===== config.mk =====
export PLATFORM = sky130hd
export DESIGN_NAME = lsci_sqrt_cell
export DESIGN_NICKNAME = d
export VERILOG_FILES = /design/src/rtl/lsci_pkg.sv /design/src/rtl/lsci_sqrt_cell.sv
export SDC_FILE = /design/constraint.sdc
export NUM_CORES = 1
export LEC_CHECK = 0
export BUFFER_PORTS_ARGS = -buffer_cell sky130_fd_sc_hd__buf_2
export CAP_MARGIN = 20
export CORE_AREA = 4 4 190 192
export DETAILED_ROUTE_END_ITERATION = 7
export DIE_AREA = 0 0 194 196
export PLACE_DENSITY_LB_ADDON = 0.2
export SLEW_MARGIN = 15
export SYNTH_ARGS = -nofsm -noshare
export SYNTH_HDL_FRONTEND = slang
export SYNTH_SLANG_ARGS = --single-unit

===== constraint.sdc =====
create_clock -name clk -period 6.42 [get_ports clk]
set_clock_uncertainty 0.05 [all_clocks]
set_input_delay 0.321 -clock clk [delete_from_list [all_inputs] [get_ports clk]]
set_output_delay 0.321 -clock clk [all_outputs]
set_load 0.03 [all_outputs]

===== src/rtl/lsci_pkg.sv =====
// ----------------------------------------------------------------------------
// lsci_pkg
// shared constants, codes and types of the line to sphere / cylinder solver
// ----------------------------------------------------------------------------
`timescale 1ns / 1ps
`default_nettype none

package lsci_pkg;

  localparam int COORD_WIDTH   = 32;
  localparam int DIR_WIDTH     = 18;
  localparam int DIR_FRAC      = 16;
  localparam int A_WIDTH       = 2 * DIR_WIDTH;
  localparam int CFG_IDX_WIDTH = 3;
  localparam int STATUS_WIDTH  = 2;

  typedef enum logic [CFG_IDX_WIDTH-1:0] {
    REG_ORIGIN_X = 3'd0,
    REG_ORIGIN_Y = 3'd1,
    REG_ORIGIN_Z = 3'd2,
    REG_DIR_X    = 3'd3,
    REG_DIR_Y    = 3'd4,
    REG_DIR_Z    = 3'd5
  } cfg_reg_t;

  typedef enum logic [STATUS_WIDTH-1:0] {
    ST_MISS  = 2'd0,
    ST_HIT   = 2'd1,
    ST_DEGEN = 2'd2
  } status_t;

  typedef struct packed {
    logic vld;
    logic degen;
    logic miss;
  } ctl_t;

endpackage

`default_nettype wire


===== src/rtl/lsci_sqrt_cell.sv =====
// ----------------------------------------------------------------------------
// lsci_sqrt_cell
// one bit of the integer square root of the discriminant
// ----------------------------------------------------------------------------
`timescale 1ns / 1ps
`default_nettype none

module lsci_sqrt_cell #(
  parameter int DW = 104,
  parameter int SW = 52,
  parameter int BW = 52,
  parameter int J  = 0
) (
  input  logic                          clk,
  input  logic                          rst_n,
  input  lsci_pkg::ctl_t                ctl_i,
  input  logic [lsci_pkg::A_WIDTH-1:0]  a_i,
  input  logic signed [BW-1:0]          b_i,
  input  logic [DW-2:0]                 rem_i,
  input  logic [SW-1:0]                 root_i,
  output lsci_pkg::ctl_t                ctl_o,
  output logic [lsci_pkg::A_WIDTH-1:0]  a_o,
  output logic signed [BW-1:0]          b_o,
  output logic [DW-2:0]                 rem_o,
  output logic [SW-1:0]                 root_o
);

  logic [DW-1:0] trial, remx;
  logic          take;

  assign trial = (DW'(root_i) << (J + 1)) + (DW'(1) << (2 * J));
  assign remx  = DW'(rem_i);
  assign take  = (remx >= trial);

  always_ff @(posedge clk) begin
    if (!rst_n) begin
      ctl_o <= '0;
    end else begin
      ctl_o <= ctl_i;
    end
  end

  always_ff @(posedge clk) begin
    a_o    <= a_i;
    b_o    <= b_i;
    rem_o  <= take ? (DW-1)'(remx - trial) : rem_i;
    root_o <= take ? (root_i | (SW'(1) << J)) : root_i;
  end

endmodule

`default_nettype wire


==> summary.md <==
| Metric | Value |
|---|---|
| CTS Buf Count | `28` |
| Vias | `11634` |
| PwrDens | `268 mW/mm²` |
| Fill cells | `3286` |
| Syn Inst Count | `1214` |
| Yosys cell types | `66` |
| Final Setup Violations | `0` |
| Max-Cap Viols | `0` |
| WHS | `0.0281 ns` |
| Peak fanout along the critical path | `7` |
| Core ar. | `0.0344 mm²` |
| Worst Hold Class | `in -> reg` |
| Post-Route WL | `45600 µm` |
| Final design area excluding fillers | `0.0170 mm²` |
| Number of global-route vias before repair | `12071` |
| Wire per inst | `19.0 µm` |
| DRC violations left | `0` |
| Async SR Flop Fraction | `0` |
| Area share of the largest cell type after synthesis | `0.455` |
| DR vias/cell | `4.85` |
| Crit path time final | `4.18 ns` |
| DRT iter0 DRCs | `604` |
| Layout Nets | `2222` |
| Setup TNS | `0 ns` |
| WP data arrival | `4.58 ns` |
| Area contributors post-synth | `dfxtp_1 45%, ha_1 6.1%, xnor2_1 4.6%` |
| Max Slew Vio Count | `0` |
| Placed Instance Area | `0.0137 mm²` |
| Die ar. | `0.0380 mm²` |
| GPL Wtd Cong | `0.890` |
| Flop and latch count out of synthesis | `246` |
| Crit share post-route | `0.651` |
| Number of clock sinks | `246` |
| Worst VDD drop | `0.258 mV` |
| Pleak | `7.66 nW` |
| Post-Syn Area per Cell | `8.92 µm²` |
| Core Rows | `68` |
| Tot GR Track Use | `0.228` |
| Clk root buf | `clkbuf_16` |
| Largest net degree at the start of global routing | `65` |
| RSZ-0062 raised after global routing | `no` |
| Yosys top cell by area | `dfxtp_1` |
| YS warnings | `0` |
| Antenna-violating nets left | `0` |
| Area delta synth->final | `56.8%` |
| Synthesized Nets | `1516` |
| EDFF count, synth | `0` |
| Port bufs | `493` |
| Ports | `494` |
| Worst EP required | `6.82 ns` |
| Share of layout cells above drive strength 1 | `0.301` |
| Synth Flop Type | `dfxtp_1` |
| DR pass1 iterations | `7` |
| Slew HR | `0.370` |
| CP Capture Point | `rem_o[95]` |
| Hold path startpoint | `rem_i[56]` |
| Outcome | `complete, no violations` |
| Part of the Yosys area used for sequential elements | `0.455` |
| Antenna violations before repair | `4` |
| Crit end category | `flip-flop` |
| Initial Utilization | `0.315` |
| Overall Power | `4.55 mW` |
| Hold Violations, Final | `0` |
| Chip width | `194 µm` |
| CP Class | `in -> reg` |
| Worst-margin pin slew | `0.943 ns` |
| Die height | `196 µm` |
| Mapped Area | `0.0108 mm²` |
| Critical path origin | `rem_i[18]` |
| CTS tree | `built` |
| CP Launch Type | `input pin` |
| Post-cts sizing count | `0` |
| Max H-tree Level | `1` |
| GR Overflow Total | `0` |
| Global-route wire length before repair | `69800 µm` |
| Max Clock Freq | `239 MHz` |
| Clock Pin Slew Worst Setup and Hold Paths | `0.07 ns` |
| Clock buffer depth | `3` |
| DP HPWL | `35400 µm` |
registers in the layout, summed over array words and instances (netlist names):
register	count
a_o	36
b_o	52
rem_o	103
ctl_o	3
root_o	52
cell families after synthesis:
kind of cell	count (synthesis)	synth area share
buffers and inverters	127	0.0485
muxes	1	0.00104
adders and majority gates	54	0.0631
xor gates and xnor gates	97	0.0784
DFF	246	0.455
AOI/OAI and AO/OA	284	0.162
and+or+nand+nor	405	0.192
layout make-up:
class | instances | area (µm²) | area share
Tap cell | 455 | 569 | 0.0335
Clock inverter | 18 | 220 | 0.0130
Clock buffer | 33 | 761 | 0.0448
Timing Repair Buffer | 733 | 4850 | 0.286
Multi-Input combinational cell | 841 | 5390 | 0.317
Antenna cell | 3 | 7.51 | 0.000442
Inverter | 70 | 263 | 0.0155
Sequential cell | 246 | 4920 | 0.290
worst min-delay path by stage:
stage | endpoint | slack (ns) | cells past startpoint
2_1_floorplan | a_o[0] | 0.30 | 0
3_3_place_gp | b_o[42] | 0.37 | 1
3_5_place_dp | b_o[22] | 0.37 | 1
4_1_cts | rem_o[81] | 0.003 | 2
5_1_grt | rem_o[81] | 0.01 | 2
6_report | rem_o[56] | 0.03 | 2
synth_stat cells, drive strengths merged, types with 13 or more instances:
cell type	number
xnor2	57
or4	16
nand2	128
xor2	40
nand3	24
buf	15
a21o	27
o211ai	13
nor2	76
nor4	28
ha	53
o21bai	17
a21oi	85
inv	70
nor3	35
dfxtp	246
nand4	41
o21ai	95
clkbuf	42
per-layer routing:
| layer | global-route usage | wire length [µm] |
|---|---|---|
| met1 | 0.269 | 18100 |
| met2 | 0.410 | 22900 |
| met3 | 0.0376 | 2830 |
| met5 | 0 | 0 |
| met4 | 0.0943 | 1830 |
cells in the final DEF, fill, tap and decap left out, types with 4 or more instances in the layout:
master,instances
inv_1,70
o31ai_1,5
nand4_1,40
nand3_1,24
bufinv_16,4
nor4_1,24
nand2b_1,5
dlygate4sd3_1,234
o2111ai_1,5
a211oi_1,6
o21a_1,4
nor2_1,74
a31oi_1,4
nor3_1,35
o21bai_1,17
nor3b_1,4
xnor2_1,57
o21ai_0,78
clkinv_2,6
or4_1,13
o211ai_1,10
and2_1,9
dfxtp_1,246
or3_1,12
a21o_1,27
o21ai_1,16
clkbuf_16,29
a31o_2,5
buf_4,6
nand2_1,128
or2_2,9
ha_1,53
xor2_1,40
a21oi_1,85
buf_2,493
stage by stage:
step,setup WS [ns],std cells,utilization
floorplan,3.29,1214,-
global placement,2.25,2111,0.397
detailed placement,2.15,2111,0.397
CTS,2.21,2396,0.494
global route,1.96,2399,0.494
finish,2.24,2399,0.494
worst max-delay path: stages:
cell           delay, ns
dlygate4sd3_1       0.54
buf_2               0.13
ha_1                0.39
a21oi_1             0.29
o21ai_0             0.26
a21oi_1             0.46
nand3_1             0.26
a21boi_0            0.42
o31ai_1             0.27
a211oi_4            0.67
or3b_1              0.43
xnor2_1             0.13
power by group:
group	internal, mW	leakage [nW]	switching (mW)
Sequential	1.67	2.08	0.0356
Combinational	0.416	5.10	0.739
Clock	1.01	0.482	0.675
repair_timing:
| item | 4_1_cts | 5_1_grt |
|---|---|---|
| endpoints found under the setup margin | 0 | 0 |
| setup buffers | 0 | 0 |
| endpoints found under the hold margin | 233 | 0 |
| hold buffers | 234 | 0 |
No activity file was read; power rests on OpenSTA's default activity.
