===== config.mk =====
export PLATFORM = sky130hd
export DESIGN_NAME = lsci_div_cell
export DESIGN_NICKNAME = d
export VERILOG_FILES = /design/src/rtl/lsci_pkg.sv /design/src/rtl/lsci_div_cell.sv
export SDC_FILE = /design/constraint.sdc
export NUM_CORES = 1
export LEC_CHECK = 0
export CELL_PAD_IN_SITES_DETAIL_PLACEMENT = 1
export CELL_PAD_IN_SITES_GLOBAL_PLACEMENT = 1
export CORE_AREA = 3 3 247 249
export DETAILED_ROUTE_END_ITERATION = 10
export DIE_AREA = 0 0 250 252
export DONT_BUFFER_PORTS = 1
export GPL_TIMING_DRIVEN = 0
export PLACE_DENSITY_LB_ADDON = 0.2
export RECOVER_POWER = 50
export SETUP_SLACK_MARGIN = 0.05
export SLEW_MARGIN = 20
export SYNTH_ARGS = -nofsm -noshare
export SYNTH_HDL_FRONTEND = slang
export SYNTH_SLANG_ARGS = --single-unit

===== constraint.sdc =====
create_clock -name clk -period 2.9 [get_ports clk]
set_input_delay 0.145 -clock clk [delete_from_list [all_inputs] [get_ports clk]]
set_output_delay 0.145 -clock clk [all_outputs]
set_load 0.02 [all_outputs]

===== src/rtl/lsci_pkg.sv =====
// ----------------------------------------------------------------------------
// lsci_pkg
// shared constants, codes and types of the line to sphere / cylinder solver
// ----------------------------------------------------------------------------
`timescale 1ns / 1ps
`default_nettype none

package lsci_pkg;

  localparam int COORD_WIDTH   = 32;
  localparam int DIR_WIDTH     = 18;
  localparam int DIR_FRAC      = 16;
  localparam int A_WIDTH       = 2 * DIR_WIDTH;
  localparam int CFG_IDX_WIDTH = 3;
  localparam int STATUS_WIDTH  = 2;

  typedef enum logic [CFG_IDX_WIDTH-1:0] {
    REG_ORIGIN_X = 3'd0,
    REG_ORIGIN_Y = 3'd1,
    REG_ORIGIN_Z = 3'd2,
    REG_DIR_X    = 3'd3,
    REG_DIR_Y    = 3'd4,
    REG_DIR_Z    = 3'd5
  } cfg_reg_t;

  typedef enum logic [STATUS_WIDTH-1:0] {
    ST_MISS  = 2'd0,
    ST_HIT   = 2'd1,
    ST_DEGEN = 2'd2
  } status_t;

  typedef struct packed {
    logic vld;
    logic degen;
    logic miss;
  } ctl_t;

endpackage

`default_nettype wire


===== src/rtl/lsci_div_cell.sv =====
// ----------------------------------------------------------------------------
// lsci_div_cell
// one quotient bit of both root divisions by the leading coefficient
// ----------------------------------------------------------------------------
`timescale 1ns / 1ps
`default_nettype none

module lsci_div_cell #(
  parameter int MW = 69,
  parameter int J  = 0
) (
  input  logic                          clk,
  input  logic                          rst_n,
  input  lsci_pkg::ctl_t                ctl_i,
  input  logic [lsci_pkg::A_WIDTH-1:0]  a_i,
  input  logic [1:0]                    neg_i,
  input  logic [1:0][MW-1:0]            rem_i,
  input  logic [1:0][MW-1:0]            q_i,
  output lsci_pkg::ctl_t                ctl_o,
  output logic [lsci_pkg::A_WIDTH-1:0]  a_o,
  output logic [1:0]                    neg_o,
  output logic [1:0][MW-1:0]            rem_o,
  output logic [1:0][MW-1:0]            q_o
);

  localparam int XW = MW + lsci_pkg::A_WIDTH;

  logic [XW-1:0] dsh;

  assign dsh = XW'(a_i) << J;

  always_ff @(posedge clk) begin
    if (!rst_n) begin
      ctl_o <= '0;
    end else begin
      ctl_o <= ctl_i;
    end
  end

  always_ff @(posedge clk) begin
    a_o   <= a_i;
    neg_o <= neg_i;
    for (int l = 0; l < 2; l++) begin
      if (XW'(rem_i[l]) >= dsh) begin
        rem_o[l] <= rem_i[l] - dsh[MW-1:0];
        q_o[l]   <= q_i[l] | (MW'(1) << J);
      end else begin
        rem_o[l] <= rem_i[l];
        q_o[l]   <= q_i[l];
      end
    end
  end

endmodule

`default_nettype wire


==> impl_metrics.json, run 1 <==
{
  "status": "finished with violations",
  "violations": "negative hold slack",
  "ios": 636,
  "sw_frac_of_total_pct": 31.1,
  "cts_root_buf": "clkbuf_16",
  "path_class": "in -> reg",
  "cell_internal_pwr_mw": 8.69,
  "drc": 0,
  "syn_area_mm2": 0.0133,
  "whs_path_depth": 0,
  "p_clk_share_pct": 40.4,
  "ir_drop_v": 0.000582,
  "overflow": 0,
  "place.gp.congestion": 0.825,
  "drive_gt1_share_pct": 8.77,
  "critPathMaxFanout": 10,
  "tns_ns": 0,
  "fillers": 6621,
  "start_kind": "input port",
  "tightest_slew_ns": 0.881,
  "grtUsageTotal_pct": 21.0,
  "clockBufferDepth": 3,
  "holdWs_ns": -0.378,
  "drt-initial-drc-count": 496,
  "grt_pass1_vias": 13500,
  "clkTransAtPathRegs_ns": 0.05,
  "port_buffers": 0,
  "antenna_found_initial": 6,
  "crit_arrival_ns": 3.25,
  "yosysSeqAreaShare_pct": 47.7,
  "synth_seq_cells": 317,
  "ys_types": 70,
  "synth_edf_count": 0,
  "max_freq_mhz": 359,
  "syn2layout_area_growth_pct": 44.7,
  "end_kind": "flop",
  "final_nets": 2197,
  "drv_slew": 0,
  "cts_max_level": 2,
  "rsz0062_at_grt": "false",
  "switchingPower_mw": 3.93,
  "final_antenna_net_count": 0,
  "p_per_area_mw_per_mm2": 655,
  "die_y_um": 252,
  "synthCells": 1421,
  "cts_tree": "yes",
  "finalCritPeriodShare_pct": 96.1,
  "power_frac_seq_pct": 44.6,
  "syn_area_per_cell_um2": 9.37,
  "cts_made_buffers": 39,
  "hold_path_class": "in -> reg",
  "viasPerCell": 4.75,
  "die_w_um": 250,
  "core_mm2": 0.0589,
  "cp-startpoint": "rem_i[60]",
  "grt_first_pass_wirelength_um": 97900,
  "synth_top_flop_cell": "dfxtp_1",
  "synth_nets": 1814,
  "layout_commonest_cell": "dlygate4sd3_1",
  "rows": 89,
  "pwr-share-comb_pct": 15.0,
  "final_hold_viol_count": 6,
  "avgRoutedWirePerCell_um": 26.6,
  "period_minus_slack_ns": 2.79,
  "start_util_pct": 22.6,
  "vias": 12400,
  "slew_headroom_pct": 40.7,
  "maxCapViolCount": 0,
  "leakage_nw": 7.75,
  "dp.final_hpwl_um": 52300,
  "grt_max_degree": 15,
  "async_flop_share_pct": 0,
  "routed_wirelength_um": 69500,
  "required_ns": 3.37,
  "min-delay-start": "a_i[1]",
  "clock-sinks": 317,
  "final-setup-viol-count": 0,
  "yosysWarnings": 0,
  "dr.pass1.iters": 5,
  "die_area_mm2": 0.0630,
  "layout_common_cells": "336 x dlygate4sd3_1, 317 x dfxtp_1, 147 x nor2_1"
}
==> power by group through the flow <==
stage          Sequential (mW)  Clock, mW  Combinational, mW
6_report                  5.63       5.10               1.90
5_1_grt                   5.66       5.44               2.10
4_1_cts                   5.65       5.25               1.88
3_5_place_dp              5.74          0               1.44
3_3_place_gp              5.75          0               1.43
2_1_floorplan             5.52          0               1.05
==> repair_timing <==
item	in CTS	in global routing
pin swaps	2	5
buffers inserted	4	11
hold buffers	334	2
hold endpoints to repair	316	8
endpoints found under the setup margin	82	110
gates resized for setup	20	36
==> worst max-delay path, cell delays in order <==
cell      delay (ns)
or4_1           0.63
or4_1           0.48
or4_1           0.52
a31o_2          0.26
nor3_2          0.22
o21ai_4         0.12
buf_4           0.21
buf_4           0.22
clkbuf_4        0.24
a21oi_2         0.19
==> cell usage after synthesis (10+ instances only) <==
library cell    n  area (µm²)
nor4_1         25         156
inv_1          56         210
a21oi_1       141         706
nand2b_1       17         106
nor2_1        147         552
o211ai_1       10        75.1
or3_1          11        68.8
o21a_1         13        97.6
clkbuf_1       32         120
a21o_1         28         210
mux2_2         13         146
dfxtp_1       317        6350
nor2b_1        12        75.1
o21bai_1       12        90.1
nor3_1         35         175
nand4_1        20         125
ha_1           72         901
o21ai_0        43         215
xnor2_1        88         771
xor2_1         45         394
nand3_1        39         195
nand2_1        98         368
==> final cells by class <==
| cell class | count | area (µm²) | share of cell area, % |
|---|---|---|---|
| diodes | 4 | 10.0 | 0.0520 |
| well taps | 773 | 967 | 5.02 |
| inverters | 56 | 210 | 1.09 |
| repair buffers | 351 | 3480 | 18.0 |
| multi-input cells | 1007 | 6740 | 35.0 |
| clock inverters | 23 | 265 | 1.38 |
| plain buffers | 32 | 174 | 0.903 |
| clock buffers | 49 | 1070 | 5.58 |
| flip-flops and latches | 317 | 6350 | 32.9 |
==> state kept, by name, indices dropped and copies added, names as in the netlist <==
name   count
a_o       36
ctl_o      3
rem_o    138
neg_o      2
q_o      138
==> cells by family (layout without fill, tap and decap cells) <==
group,Yosys count,count (layout),synth area share [%]
mux,14,14,1.17
fa+ha+maj,74,74,7.06
flops,317,317,47.7
buf+inv,97,511,2.91
xor+xnor,133,133,8.75
simple gates,477,477,18.2
other cells,0,4,0
compound gates,309,309,14.2
==> per-layer routing <==
metal	wire, µm	track usage [%]	vias to the layer above
li1	-	-	5774
met1	26600	23.5	5989
met2	34500	36.8	523
met3	4710	5.73	123
met4	3680	10.6	2
met5	13	0	-
==> metrics by stage <==
step | total power [mW] | setup WS [ns] | utilization [%] | area [µm²] | std cells
floorplan | 6.58 | 0.0851 | - | 13300 | 1421
global placement | 7.19 | -1.18 | 24.3 | 14300 | 2194
detailed placement | 7.17 | -1.19 | 24.3 | 14300 | 2194
CTS | 12.8 | 0.0565 | 32.4 | 19100 | 2603
global route | 13.2 | 0.0490 | 32.7 | 19300 | 2612
finish | 12.6 | 0.114 | 32.7 | 19300 | 2612
==> worst paths after layout <==
check	slack, ns	endpoint
min	-0.38	a_o[1]
max	0.11	rem_o[19]
Power figures use the tool's default switching activity.
==> run 2: changes to the inputs <==
CORE_AREA = 5 5 242 244   (was 3 3 247 249)
DIE_AREA = 0 0 247 249   (was 0 0 250 252)
PLACE_DENSITY = 0.48   (was default)
PLACE_DENSITY_LB_ADDON = default   (was 0.2)
==> run 2 against run 1 <==
Compared with the run above:
- die area is 2.4% lower
- critical path type unchanged
- via count is 0.38% higher
- critical endpoint is now rem_o[96]
- largest cell class unchanged
- total power rose by 1.3%
- wire length grew 1.2%
- the run still ends with negative hold slack left
==> impl_metrics.json, run 2 (same netlist as run 1, synthesis figures left out) <==
{
  "dpl_worst_slack_ns": -1.32,
  "grt_first_pass_wirelength_um": 98800,
  "routed_wirelength_um": 70300,
  "p_total_mw": 12.8,
  "viasPerCell": 4.81,
  "port_buffers": 0,
  "fin_area_mm2": 0.0193,
  "overflow": 0,
  "clockBufferDepth": 3,
  "path_class": "in -> reg",
  "layout_common_cells": "335 x dlygate4sd3_1, 317 x dfxtp_1, 146 x nor2_1",
  "place_area_mm2": 0.0143,
  "drive_gt1_share_pct": 8.20,
  "cts_root_buf": "clkbuf_16",
  "antenna_found_initial": 2,
  "ios": 636,
  "fillers": 6348,
  "holdWs_ns": -0.382,
  "cts_tree": "yes",
  "grt_max_degree": 15,
  "clkTransAtPathRegs_ns": 0.05,
  "slowest_delay_ns": 0.60,
  "cts_max_level": 2,
  "cpMaxStageDelayCell": "dlygate4sd3_1",
  "crit_top_cell": "buf_2",
  "cp-startpoint": "rem_i[125]",
  "slew_headroom_pct": 39.9,
  "tightest_slew_ns": 0.894,
  "final_hold_viol_count": 8,
  "die_y_um": 249,
  "holdPathEnd": "a_o[0]",
  "final_antenna_net_count": 0,
  "leakage_nw": 7.76,
  "vias": 12500,
  "tns_ns": 0,
  "layout_commonest_cell": "dlygate4sd3_1",
  "core_mm2": 0.0561,
  "rsz0062_at_grt": "true",
  "required_ns": 3.37,
  "p_per_area_mw_per_mm2": 663,
  "violations": "negative hold slack",
  "crit_chain": "dlygate4sd3_1 -> or4_4 -> nor3b_2 -> and2b_1 -> o211ai_2 -> or3b_1 -> buf_2 -> clkbuf_4 -> buf_2 -> a21oi_2",
  "syn2layout_area_growth_pct": 44.8,
  "dp.cells": 2177,
  "grt_pass1_vias": 13500,
  "avgRoutedWirePerCell_um": 27.2,
  "status": "finished with violations",
  "finalCritPeriodShare_pct": 95.3,
  "end_kind": "flop",
  "hold_path_class": "in -> reg",
  "period_minus_slack_ns": 2.76,
  "critPathMaxFanout": 10,
  "fin_util_pct": 34.4,
  "rows": 87,
  "setup_slack_ns": 0.137,
  "cts_made_buffers": 38,
  "min-delay-start": "a_i[0]",
  "maxCapViolCount": 0,
  "die_w_um": 247,
  "start_kind": "input port",
  "final-setup-viol-count": 0,
  "top_regs": "q_o: 138 flops, rem_o: 138 flops, a_o: 36 flops",
  "dp.final_hpwl_um": 52300,
  "drc": 0,
  "place.gp.congestion": 0.851,
  "die_area_mm2": 0.0615,
  "ir_drop_v": 0.000468,
  "start_util_pct": 23.8,
  "clock-sinks": 317,
  "whs_path_depth": 0,
  "crit_arrival_ns": 3.23,
  "final_nets": 2196,
  "grtUsageTotal_pct": 21.6,
  "dr.pass1.iters": 4,
  "instances_no_fill": 2589,
  "drv_slew": 0,
  "max_freq_mhz": 362,
  "drt-initial-drc-count": 496
}
[run 2: what timing repair did]
item,in CTS,in global routing
endpoints found under the setup margin,78,91
gates resized for setup,19,45
buffers inserted,2,5
hold buffers,335,5
pin swaps,1,8
hold endpoints to repair,316,11
[run 2: worst max-delay path by stage]
stage	to	slack, ns
2_1_floorplan	rem_o[135]	0.09
3_3_place_gp	rem_o[96]	-1.36
3_5_place_dp	rem_o[96]	-1.32
4_1_cts	rem_o[56]	0.05
5_1_grt	rem_o[91]	0.04
6_report	rem_o[96]	0.14
[run 2: worst max-delay path: cells and delay by family]
kind | cells | cell delay, ns
AOI/OAI and AO/OA | 2 | 0.33
buffers and inverters | 4 | 1.33
and+or+nand+nor | 4 | 1.42
[run 2: per-layer routing]
metal	vias up	wire length, µm	global-route usage [%]
li1	5771	-	-
met2	497	35300	38.8
met1	6093	27000	24.0
met5	-	0	0
met4	0	3040	8.37
met3	97	5080	5.97
[run 2: layout make-up]
cell class | instances | area, µm² | area share [%]
multi-input combinational | 1007 | 6780 | 35.1
sequential | 317 | 6350 | 32.9
timing repair buffer | 346 | 3460 | 17.9
clock buffer | 45 | 1020 | 5.28
tap | 756 | 946 | 4.90
clock inverter | 22 | 332 | 1.72
inverter | 56 | 214 | 1.11
buffer | 37 | 190 | 0.986
antenna | 3 | 7.51 | 0.0389
[run 2: where the power goes]
| group | internal, mW | total [mW] | switching [mW] |
|---|---|---|---|
| clock | 3.17 | 5.26 | 2.08 |
| sequential | 4.79 | 5.64 | 0.851 |
| combinational | 0.882 | 1.90 | 1.02 |
